$ cat config.mk
export PLATFORM = sky130hd
export DESIGN_NAME = typed_byte_memory
export DESIGN_NICKNAME = d
export VERILOG_FILES = /design/src/design/tbm_pkg.sv /design/src/design/typed_byte_memory.sv /design/src/design/tbm_datapath.sv /design/src/design/tbm_ctrl.sv
export SDC_FILE = /design/constraint.sdc
export NUM_CORES = 1
export LEC_CHECK = 0
export BUFFER_PORTS_ARGS = -buffer_cell sky130_fd_sc_hd__buf_4
export CAP_MARGIN = 20
export CORE_ASPECT_RATIO = 0.5
export CORE_UTILIZATION = 36
export DETAILED_ROUTE_END_ITERATION = 10
export PLACE_DENSITY = 0.55
export SLEW_MARGIN = 15
export SYNTH_ARGS = -nofsm -noshare
export SYNTH_HDL_FRONTEND = slang
export SYNTH_SLANG_ARGS = --single-unit
$ cat constraint.sdc
create_clock -name clk -period 6.7 [get_ports clk]
set_clock_uncertainty 0.1 [all_clocks]
set_input_delay 0.67 -clock clk [delete_from_list [all_inputs] [get_ports clk]]
set_output_delay 0.67 -clock clk [all_outputs]
set_load 0.01 [all_outputs]
$ cat src/design/tbm_pkg.sv
// tbm_pkg: shared types and constants for the typed byte memory
// holds command codes, result source codes and the controller/datapath structs
// no dependencies
package tbm_pkg;

    localparam int SIZE_W = 7;
    localparam logic [SIZE_W-1:0] SIZE_RESET = 7'd64;

    typedef enum logic [2:0] {
        CMD_STORE_BYTE = 3'd0,
        CMD_STORE_HALF = 3'd1,
        CMD_STORE_WORD = 3'd2,
        CMD_STORE_STR  = 3'd3,
        CMD_LOAD_BYTE  = 3'd4,
        CMD_LOAD_HALF  = 3'd5,
        CMD_LOAD_WORD  = 3'd6,
        CMD_LOAD_STR   = 3'd7
    } cmd_t;

    typedef enum logic [1:0] {
        SRC_NOVAL = 2'd0,
        SRC_VIOL  = 2'd1,
        SRC_ACC   = 2'd2,
        SRC_CHAR  = 2'd3
    } out_src_t;

    typedef struct packed {
        logic     accept;
        logic     wr;
        logic     rd;
        logic     step;
        logic     out_load;
        out_src_t out_src;
        logic     out_last;
        logic     pend_load;
    } tbm_ctrl_t;

    typedef struct packed {
        logic viol;
        logic is_store;
        logic is_load_fixed;
        logic is_load_str;
        logic cnt_last;
        logic q_zero;
        logic addr_end;
        logic pend_valid;
        logic out_free;
    } tbm_stat_t;

endpackage

$ cat src/design/typed_byte_memory.sv
// typed_byte_memory: top level of the typed byte memory
// joins the sequencer tbm_ctrl and the datapath tbm_datapath; depends on tbm_pkg
//
// usage:
//   input channel (in_valid/in_stall) takes one command word: sized store or load,
//   one byte of a string store, or a string load. output channel (out_valid/out_stall)
//   gives result words: status, load_value, has_value, last.
//   cfg_write/cfg_data set the size limit while the block is idle.
// sequencing:
//   every command enters DISPATCH; a violation then goes to FINISH for its result
//   store: a STORE state per byte, FINISH; load: a LOAD state per byte, LWAIT, FINISH
//   string load: SREAD reads each byte walked and SCHK checks it
//   in_stall drops again the cycle after the final result is loaded, so an item
//   is taken while that result still waits in the output register
// reset: size goes to 64, per-byte valid flags clear so every byte reads zero at once
// output stall: the held result stays; a string load waits with its next character
module typed_byte_memory #(
    parameter int DEPTH = 64
) (
    input  logic                           clk,
    input  logic                           rst_n,
    input  logic                           cfg_write,
    input  logic [tbm_pkg::SIZE_W-1:0]     cfg_data,
    input  logic                           in_valid,
    output logic                           in_stall,
    input  logic [2:0]                     command,
    input  logic [15:0]                    position,
    input  logic signed [31:0]             store_value,
    input  logic [15:0]                    string_index,
    input  logic [15:0]                    string_length,
    output logic                           out_valid,
    input  logic                           out_stall,
    output logic                           status,
    output logic signed [31:0]             load_value,
    output logic                           has_value,
    output logic                           last
);

    tbm_pkg::tbm_ctrl_t ctrl;
    tbm_pkg::tbm_stat_t stat;

    tbm_ctrl u_ctrl (
        .clk      (clk),
        .rst_n    (rst_n),
        .in_valid (in_valid),
        .in_stall (in_stall),
        .stat     (stat),
        .ctrl     (ctrl)
    );

    tbm_datapath #(
        .DEPTH (DEPTH)
    ) u_datapath (
        .clk           (clk),
        .rst_n         (rst_n),
        .cfg_write     (cfg_write),
        .cfg_data      (cfg_data),
        .command       (command),
        .position      (position),
        .store_value   (store_value),
        .string_index  (string_index),
        .string_length (string_length),
        .out_stall     (out_stall),
        .ctrl          (ctrl),
        .stat          (stat),
        .out_valid     (out_valid),
        .status        (status),
        .load_value    (load_value),
        .has_value     (has_value),
        .last          (last)
    );

endmodule

$ cat src/design/tbm_datapath.sv
// tbm_datapath: byte memory, size register, access checks, accumulator and output register
// driven by tbm_ctrl through tbm_pkg::tbm_ctrl_t, reports through tbm_pkg::tbm_stat_t
// depends on tbm_pkg
module tbm_datapath #(
    parameter int DEPTH = 64
) (
    input  logic                             clk,
    input  logic                             rst_n,
    input  logic                             cfg_write,
    input  logic [tbm_pkg::SIZE_W-1:0]       cfg_data,
    input  logic [2:0]                       command,
    input  logic [15:0]                      position,
    input  logic signed [31:0]               store_value,
    input  logic [15:0]                      string_index,
    input  logic [15:0]                      string_length,
    input  logic                             out_stall,
    input  tbm_pkg::tbm_ctrl_t               ctrl,
    output tbm_pkg::tbm_stat_t               stat,
    output logic                             out_valid,
    output logic                             status,
    output logic signed [31:0]               load_value,
    output logic                             has_value,
    output logic                             last
);

    localparam int AW = (DEPTH > 1) ? $clog2(DEPTH) : 1;
    localparam int SW = tbm_pkg::SIZE_W;

    logic [7:0]       mem [DEPTH];
    logic [DEPTH-1:0] vld_reg;

    logic [SW-1:0]    memory_size_reg;
    logic [SW-1:0]    size_act;

    tbm_pkg::cmd_t    cmd_reg;
    logic             viol_reg;
    logic [AW-1:0]    addr_reg;
    logic [1:0]       cnt_reg;
    logic [31:0]      sv_reg;
    logic [7:0]       rdata_reg;
    logic             rvld_reg;
    logic             rd_d_reg;
    logic [1:0]       idx_d_reg;
    logic [31:0]      acc_reg;
    logic [7:0]       char_reg;
    logic             pend_valid_reg;

    logic             out_valid_reg;
    logic             status_reg;
    logic [31:0]      load_value_reg;
    logic             has_value_reg;
    logic             last_reg;

    tbm_pkg::cmd_t    cmd_in;
    logic [2:0]       n_in;
    logic             viol_next;
    logic [AW-1:0]    addr_start;
    logic [7:0]       q;
    logic [1:0]       cnt_max;
    logic [31:0]      acc_ext;

    assign size_act = (memory_size_reg > SW'(DEPTH)) ? SW'(DEPTH) : memory_size_reg;
    assign cmd_in   = tbm_pkg::cmd_t'(command);

    always_comb
    begin
        case (command[1:0])
            2'd1:    n_in = 3'd2;
            2'd2:    n_in = 3'd4;
            default: n_in = 3'd1;
        endcase
    end

    // access checks are taken on the incoming word, before it is registered
    always_comb
    begin
        case (cmd_in)
            tbm_pkg::CMD_STORE_STR:
                viol_next = (({1'b0, position} + {1'b0, string_length}) > 17'(size_act))
                            || (string_index >= string_length);
            tbm_pkg::CMD_LOAD_STR:
                viol_next = position >= 16'(size_act);
            default:
                viol_next = ({1'b0, position} + 17'(n_in)) > 17'(size_act);
        endcase
    end

    assign addr_start = (cmd_in == tbm_pkg::CMD_STORE_STR)
                        ? (position[AW-1:0] + string_index[AW-1:0]) : position[AW-1:0];

    always_comb
    begin
        case (cmd_reg[1:0])
            2'd1:    cnt_max = 2'd1;
            2'd2:    cnt_max = 2'd3;
            default: cnt_max = 2'd0;
        endcase
    end

    // a byte never written reads as zero
    assign q = rvld_reg ? rdata_reg : 8'd0;

    assign acc_ext = (cmd_reg == tbm_pkg::CMD_LOAD_HALF)
                     ? {{16{acc_reg[15]}}, acc_reg[15:0]} : acc_reg;

    always_comb
    begin
        stat.viol          = viol_reg;
        stat.is_store      = (cmd_reg[2] == 1'b0);
        stat.is_load_fixed = cmd_reg[2] && (cmd_reg != tbm_pkg::CMD_LOAD_STR);
        stat.is_load_str   = (cmd_reg == tbm_pkg::CMD_LOAD_STR);
        stat.cnt_last      = (cnt_reg == cnt_max);
        stat.q_zero        = (q == 8'd0);
        stat.addr_end      = ((SW'(addr_reg) + SW'(1)) == size_act);
        stat.pend_valid    = pend_valid_reg;
        stat.out_free      = !out_valid_reg || !out_stall;
    end

    always_ff @(posedge clk or negedge rst_n)
    begin
        if (!rst_n)
        begin
            memory_size_reg <= tbm_pkg::SIZE_RESET;
        end
        else if (cfg_write)
        begin
            memory_size_reg <= cfg_data;
        end
    end

    always_ff @(posedge clk)
    begin
        if (ctrl.wr)
        begin
            mem[addr_reg] <= sv_reg[7:0];
        end
        if (ctrl.rd)
        begin
            rdata_reg <= mem[addr_reg];
        end
    end

    always_ff @(posedge clk or negedge rst_n)
    begin
        if (!rst_n)
        begin
            vld_reg  <= '0;
            rvld_reg <= 1'b0;
        end
        else
        begin
            if (ctrl.wr)
            begin
                vld_reg[addr_reg] <= 1'b1;
            end
            if (ctrl.rd)
            begin
                rvld_reg <= vld_reg[addr_reg];
            end
        end
    end

    // word registers and address walker
    always_ff @(posedge clk)
    begin
        if (ctrl.accept)
        begin
            cmd_reg  <= cmd_in;
            viol_reg <= viol_next;
            addr_reg <= addr_start;
            cnt_reg  <= 2'd0;
            sv_reg   <= store_value;
        end
        else if (ctrl.step)
        begin
            addr_reg <= addr_reg + AW'(1);
            cnt_reg  <= cnt_reg + 2'd1;
            sv_reg   <= {8'd0, sv_reg[31:8]};
        end
        if (ctrl.rd)
        begin
            idx_d_reg <= cnt_reg;
        end
        if (ctrl.accept)
        begin
            acc_reg <= '0;
        end
        else if (rd_d_reg)
        begin
            acc_reg[8*idx_d_reg +: 8] <= q;
        end
        if (ctrl.pend_load)
        begin
            char_reg <= q;
        end
    end

    always_ff @(posedge clk or negedge rst_n)
    begin
        if (!rst_n)
        begin
            rd_d_reg       <= 1'b0;
            pend_valid_reg <= 1'b0;
        end
        else
        begin
            rd_d_reg <= ctrl.rd && stat.is_load_fixed;
            if (ctrl.accept)
            begin
                pend_valid_reg <= 1'b0;
            end
            else if (ctrl.pend_load)
            begin
                pend_valid_reg <= 1'b1;
            end
        end
    end

    always_ff @(posedge clk or negedge rst_n)
    begin
        if (!rst_n)
        begin
            out_valid_reg <= 1'b0;
        end
        else if (ctrl.out_load)
        begin
            out_valid_reg <= 1'b1;
        end
        else if (!out_stall)
        begin
            out_valid_reg <= 1'b0;
        end
    end

    always_ff @(posedge clk)
    begin
        if (ctrl.out_load)
        begin
            last_reg <= ctrl.out_last;
            case (ctrl.out_src)
                tbm_pkg::SRC_VIOL:
                begin
                    status_reg     <= 1'b1;
                    load_value_reg <= '0;
                    has_value_reg  <= 1'b0;
                end
                tbm_pkg::SRC_ACC:
                begin
                    status_reg     <= 1'b0;
                    load_value_reg <= acc_ext;
                    has_value_reg  <= 1'b1;
                end
                tbm_pkg::SRC_CHAR:
                begin
                    status_reg     <= 1'b0;
                    load_value_reg <= {24'd0, char_reg};
                    has_value_reg  <= 1'b1;
                end
                default:
                begin
                    status_reg     <= 1'b0;
                    load_value_reg <= '0;
                    has_value_reg  <= 1'b0;
                end
            endcase
        end
    end

    assign out_valid  = out_valid_reg;
    assign status     = status_reg;
    assign load_value = load_value_reg;
    assign has_value  = has_value_reg;
    assign last       = last_reg;

endmodule

$ cat src/design/tbm_ctrl.sv
// tbm_ctrl: sequencer for the typed byte memory
// walks stores and fixed loads one byte a cycle and paces results to the output register
// depends on tbm_pkg
module tbm_ctrl (
    input  logic                clk,
    input  logic                rst_n,
    input  logic                in_valid,
    output logic                in_stall,
    input  tbm_pkg::tbm_stat_t  stat,
    output tbm_pkg::tbm_ctrl_t  ctrl
);

    typedef enum logic [3:0] {
        ST_IDLE,
        ST_DISPATCH,
        ST_STORE,
        ST_LOAD,
        ST_LWAIT,
        ST_SREAD,
        ST_SCHK,
        ST_SLAST,
        ST_FINISH
    } state_t;

    state_t state_reg;
    state_t state_next;

    always_comb
    begin
        state_next = state_reg;
        ctrl       = '0;
        ctrl.out_src = tbm_pkg::SRC_NOVAL;
        case (state_reg)
            ST_IDLE:
            begin
                if (in_valid)
                begin
                    ctrl.accept = 1'b1;
                    state_next  = ST_DISPATCH;
                end
            end
            ST_DISPATCH:
            begin
                if (stat.viol)
                    state_next = ST_FINISH;
                else if (stat.is_store)
                    state_next = ST_STORE;
                else if (stat.is_load_fixed)
                    state_next = ST_LOAD;
                else if (stat.is_load_str)
                    state_next = ST_SREAD;
                else
                    state_next = ST_FINISH;
            end
            ST_STORE:
            begin
                ctrl.wr   = 1'b1;
                ctrl.step = 1'b1;
                if (stat.cnt_last)
                    state_next = ST_FINISH;
            end
            ST_LOAD:
            begin
                ctrl.rd   = 1'b1;
                ctrl.step = 1'b1;
                if (stat.cnt_last)
                    state_next = ST_LWAIT;
            end
            ST_LWAIT:
            begin
                state_next = ST_FINISH;
            end
            ST_SREAD:
            begin
                ctrl.rd    = 1'b1;
                state_next = ST_SCHK;
            end
            ST_SCHK:
            begin
                // the held character is sent once the next byte shows whether it is the last
                if (!stat.pend_valid)
                begin
                    if (stat.q_zero)
                    begin
                        if (stat.out_free)
                        begin
                            ctrl.out_load = 1'b1;
                            ctrl.out_src  = tbm_pkg::SRC_NOVAL;
                            ctrl.out_last = 1'b1;
                            state_next    = ST_IDLE;
                        end
                    end
                    else
                    begin
                        ctrl.pend_load = 1'b1;
                        ctrl.step      = 1'b1;
                        state_next     = stat.addr_end ? ST_SLAST : ST_SREAD;
                    end
                end
                else if (stat.out_free)
                begin
                    ctrl.out_load = 1'b1;
                    ctrl.out_src  = tbm_pkg::SRC_CHAR;
                    if (stat.q_zero)
                    begin
                        ctrl.out_last = 1'b1;
                        state_next    = ST_IDLE;
                    end
                    else
                    begin
                        ctrl.pend_load = 1'b1;
                        ctrl.step      = 1'b1;
                        state_next     = stat.addr_end ? ST_SLAST : ST_SREAD;
                    end
                end
            end
            ST_SLAST:
            begin
                if (stat.out_free)
                begin
                    ctrl.out_load = 1'b1;
                    ctrl.out_src  = tbm_pkg::SRC_CHAR;
                    ctrl.out_last = 1'b1;
                    state_next    = ST_IDLE;
                end
            end
            ST_FINISH:
            begin
                if (stat.out_free)
                begin
                    ctrl.out_load = 1'b1;
                    ctrl.out_last = 1'b1;
                    if (stat.viol)
                        ctrl.out_src = tbm_pkg::SRC_VIOL;
                    else if (stat.is_load_fixed)
                        ctrl.out_src = tbm_pkg::SRC_ACC;
                    else
                        ctrl.out_src = tbm_pkg::SRC_NOVAL;
                    state_next = ST_IDLE;
                end
            end
            default:
            begin
                state_next = ST_IDLE;
            end
        endcase
    end

    always_ff @(posedge clk or negedge rst_n)
    begin
        if (!rst_n)
        begin
            state_reg <= ST_IDLE;
            in_stall  <= 1'b0;
        end
        else
        begin
            state_reg <= state_next;
            in_stall  <= (state_next != ST_IDLE);
        end
    end

endmodule
==> impl_results.md <==
* Ys async rst share at between 10 and 15%
* Die area at 82720 um2
* Worst VDD drop at around 0.25 mV
* Top_reg_cell synth: edfxtp_1
* Cell Pwr Density at approximately 350 nW/um2
* PortBufs at 131
* Hold path start: cfg_data[3]
* Global-route wire length before repair at between 100000 and 150000 um
* Worst-path maximum fanout at 35
* Drt pass-1 iters at 5
* Hold path cells at 2
* Combinational share of power at a little over a fifth
* Die width at slightly above 400 um
* Critical path class: register to register
* Net Count, Synth at 2200
* GRT overflow at 0
* DIE HEIGHT at 203.9 um
* Non-filler cells, final at between 3000 and 4000
* I/O pins at 132
* Total GRT Usage at about a fifth
* Worst Hold Path EP: u_datapath.memory_size_reg[3]
* Status: finished clean
* Final Setup Violations at 0
* Final period util at a little under 60%
* Worst Hold Class: input port to register
* Leakage Power at around 12 nW
* Core area at between 80000 and 90000 um2
* Design Area, Final at between 30000 and 40000 um2
* CTS clk-pin slew, worst paths at ~70 ps
* Main area contributors after synthesis: edfxtp_1 (62%), dfrtp_1 (6.7%), a22oi_1 (4.7%)
* Distinct cells, synth at 75
* Fin Hold WS at around 170 ps
* Max-Cap Viols at 0
* Max reg flops at 512
* Top cell type's share of synthesized area at between 60% and 70%
* Largest net degree at the start of global routing at 74
* Part of the power in registers at 46.8%
* Number of CTS-inserted buffers at between 60 and 70
* Placed Cells incl. Taps at between 3000 and 4000
* Critical path arrival at ~4000 ps
* RSZ-0062 raised after global routing: no
* Register area share after synthesis at 71.26%
* Antenna viol nets, final at 0
* Starting utilization of the core area at between 30% and 40%
* Worst Setup End Kind: register
* Setup tns final at 0 ps
* CTS Root Cell: clkbuf_16
* Internal power at approximately 8.3 mW
* Top cells by count, synth: edfxtp_1 (607), a22oi_1 (185), nand2_1 (149)
* Worst EP required at 6840 ps
* H-tree lvl count at 3
* Reg2Reg Setup Slack at roughly 2800 ps
* Via-to-Cell Ratio at approximately 5.5
* Skew-Pair Late Insertion Delay at between 600 and 700 ps
* Final Hold Fails at 0
* # resized after CTS at 0
* Wirelength per Cell at about 24 um
* Reg-to-Reg Start: u_datapath.addr_reg[2]
* Syn Inst Count at 2029
* Synth Cell Area at roughly 29000 um2
* Slew @ Worst Pin at approximately 1100 ps
* Slew Viols, Final at 0
* CTS sink cnt at around 720
* Most frequent cell after synthesis: edfxtp_1
* Dpl hpwl at between 40000 and 50000 um
* Headroom to the max-slew limit at about a quarter
* CTS tree: yes
* Final WS setup at 2840 ps
* DR DRC count at 0
* Area leader, netlist: edfxtp_1
* Max clock buf depth at 3
* R2R Path End: u_datapath.mem[23][4]
* Ys Warns at 0
* Pre-CTS WS at between 2000 and 3000 ps
* Routed wire length at around 79000 um
* Syn Area/Cell at about 14 um2
* DRT iter0 DRCs at ~1800
* Placed inst area at roughly 32000 um2
* Startpoint types: register
* Switching share of power at 30.44%
* Number of enable flip-flop cells after synthesis at between 600 and 700
* Routability Congestion at around 0.87
* # rows at 73
* R2R depth at 4
* Via count at about 18000
* Fmax at approximately 0.26 GHz
* Clk pwr share at around 32%
* P_sw at ~3.6 mW
* Synth Register Bits at between 700 and 800
* Vias in the first global route at between 15000 and 20000
* Final nets at around 2300
* Post-layout min period at between 3000 and 4000 ps
* Initial antenna violation count at 2
* Fraction of final layout cells sized beyond drive strength 1 at roughly 16%
* Layout area overhead at 15.31%
==> metal layers <==
layer,up-vias,GRT usage [%],wire (um)
li1,8223,-,-
met4,0,4.434,1380
met5,-,0,0
met3,103,4.507,6016
met1,9234,27.65,36500
met2,616,28.55,35440
==> metrics by stage <==
step | util [%] | total power [mW]
after floorplan | - | 7.066
after global placement | 39.50 | 8.143
after detailed placement | 39.50 | 8.160
after CTS | 42.25 | 11.94
after global routing | 42.29 | 12.34
final | 42.29 | 11.90
==> layout make-up <==
type	instances	area, um2
multi-input combinational	1156	7870
antenna	1	2.502
fill	7328	46180
clock inverter	21	211.5
clock buffer	105	1972
sequential	721	20910
timing repair buffer	165	1336
inverter	46	172.7
tap	1087	1360
==> timing repair <==
| item | 4_1_cts | 5_1_grt |
|---|---|---|
| endpoints found under the hold margin | 35 | 0 |
| buffers inserted | 0 | 0 |
| hold buffers | 1 | 0 |
==> cell usage in the layout, fill, tap and decap left out, types with 4 or more instances in the layout <==
master       n
edfxtp_1   607
a22oi_1    185
buf_4      157
nand2_1    149
nor2_1     130
dfrtp_1     79
a22o_1      77
ha_1        73
a31oi_1     72
clkbuf_16   69
or2_2       68
a221oi_1    68
a21oi_1     54
inv_1       45
dfxtp_1     34
o21ai_0     26
nand3_1     25
clkbuf_1    25
and2_1      23
xnor2_1     20
nor4_1      20
a21o_1      15
nand2b_1    13
clkbuf_8    11
xor2_1      10
nor2b_1      9
nand4_1      8
nand3b_1     7
o2111ai_1    7
mux2_2       7
clkinv_1     7
buf_12       6
a211o_1      4
nor4b_1      4
or3_1        4
o22ai_1      4
a211oi_1     4
nor3_1       4
clkinv_8     4
==> cell families after synthesis <==
group | count (synthesis) | synth area share [%]
flip-flops | 721 | 71.26
XOR/XNOR | 30 | 0.8954
adder cells (fa/ha/maj) | 76 | 3.317
AND/OR/NAND/NOR | 494 | 8.311
buffers and inverters | 152 | 2.145
multiplexers | 10 | 0.3710
AO/OA/AOI/OAI | 546 | 13.70
==> worst max-delay path: stages (launching register included) <==
cell and delay, ps:
edfxtp_1 700, and3_4 680, buf_4 520, nand2_1 490, nor2_1 940
==> worst max path at each step <==
| stage | startpoint | end | slack [ps] | cells after the start |
|---|---|---|---|---|
| finish | u_datapath.addr_reg[2] | u_datapath.mem[23][4] | 2840 | 4 |
| global placement | position[0] | u_datapath.viol_reg | 2590 | 16 |
| detailed placement | position[0] | u_datapath.viol_reg | 2580 | 16 |
| floorplan | u_ctrl.state_reg[2] | u_datapath.addr_reg[0] | 2640 | 3 |
| CTS | u_ctrl.state_reg[2] | u_datapath.mem[4][0] | 2800 | 4 |
| global route | u_datapath.addr_reg[2] | u_datapath.mem[54][7] | 2670 | 4 |
==> power groups by stage <==
stage / clock, mW / sequential [mW] / combinational (mW)
after floorplan: 0 / 5.76 / 1.31
after global routing: 4.04 / 5.59 / 2.72
after detailed placement: 0 / 5.67 / 2.49
after global placement: 0 / 5.66 / 2.48
final: 3.81 / 5.57 / 2.52
after CTS: 3.86 / 5.57 / 2.50
No activity file was read; power rests on OpenSTA's default activity.
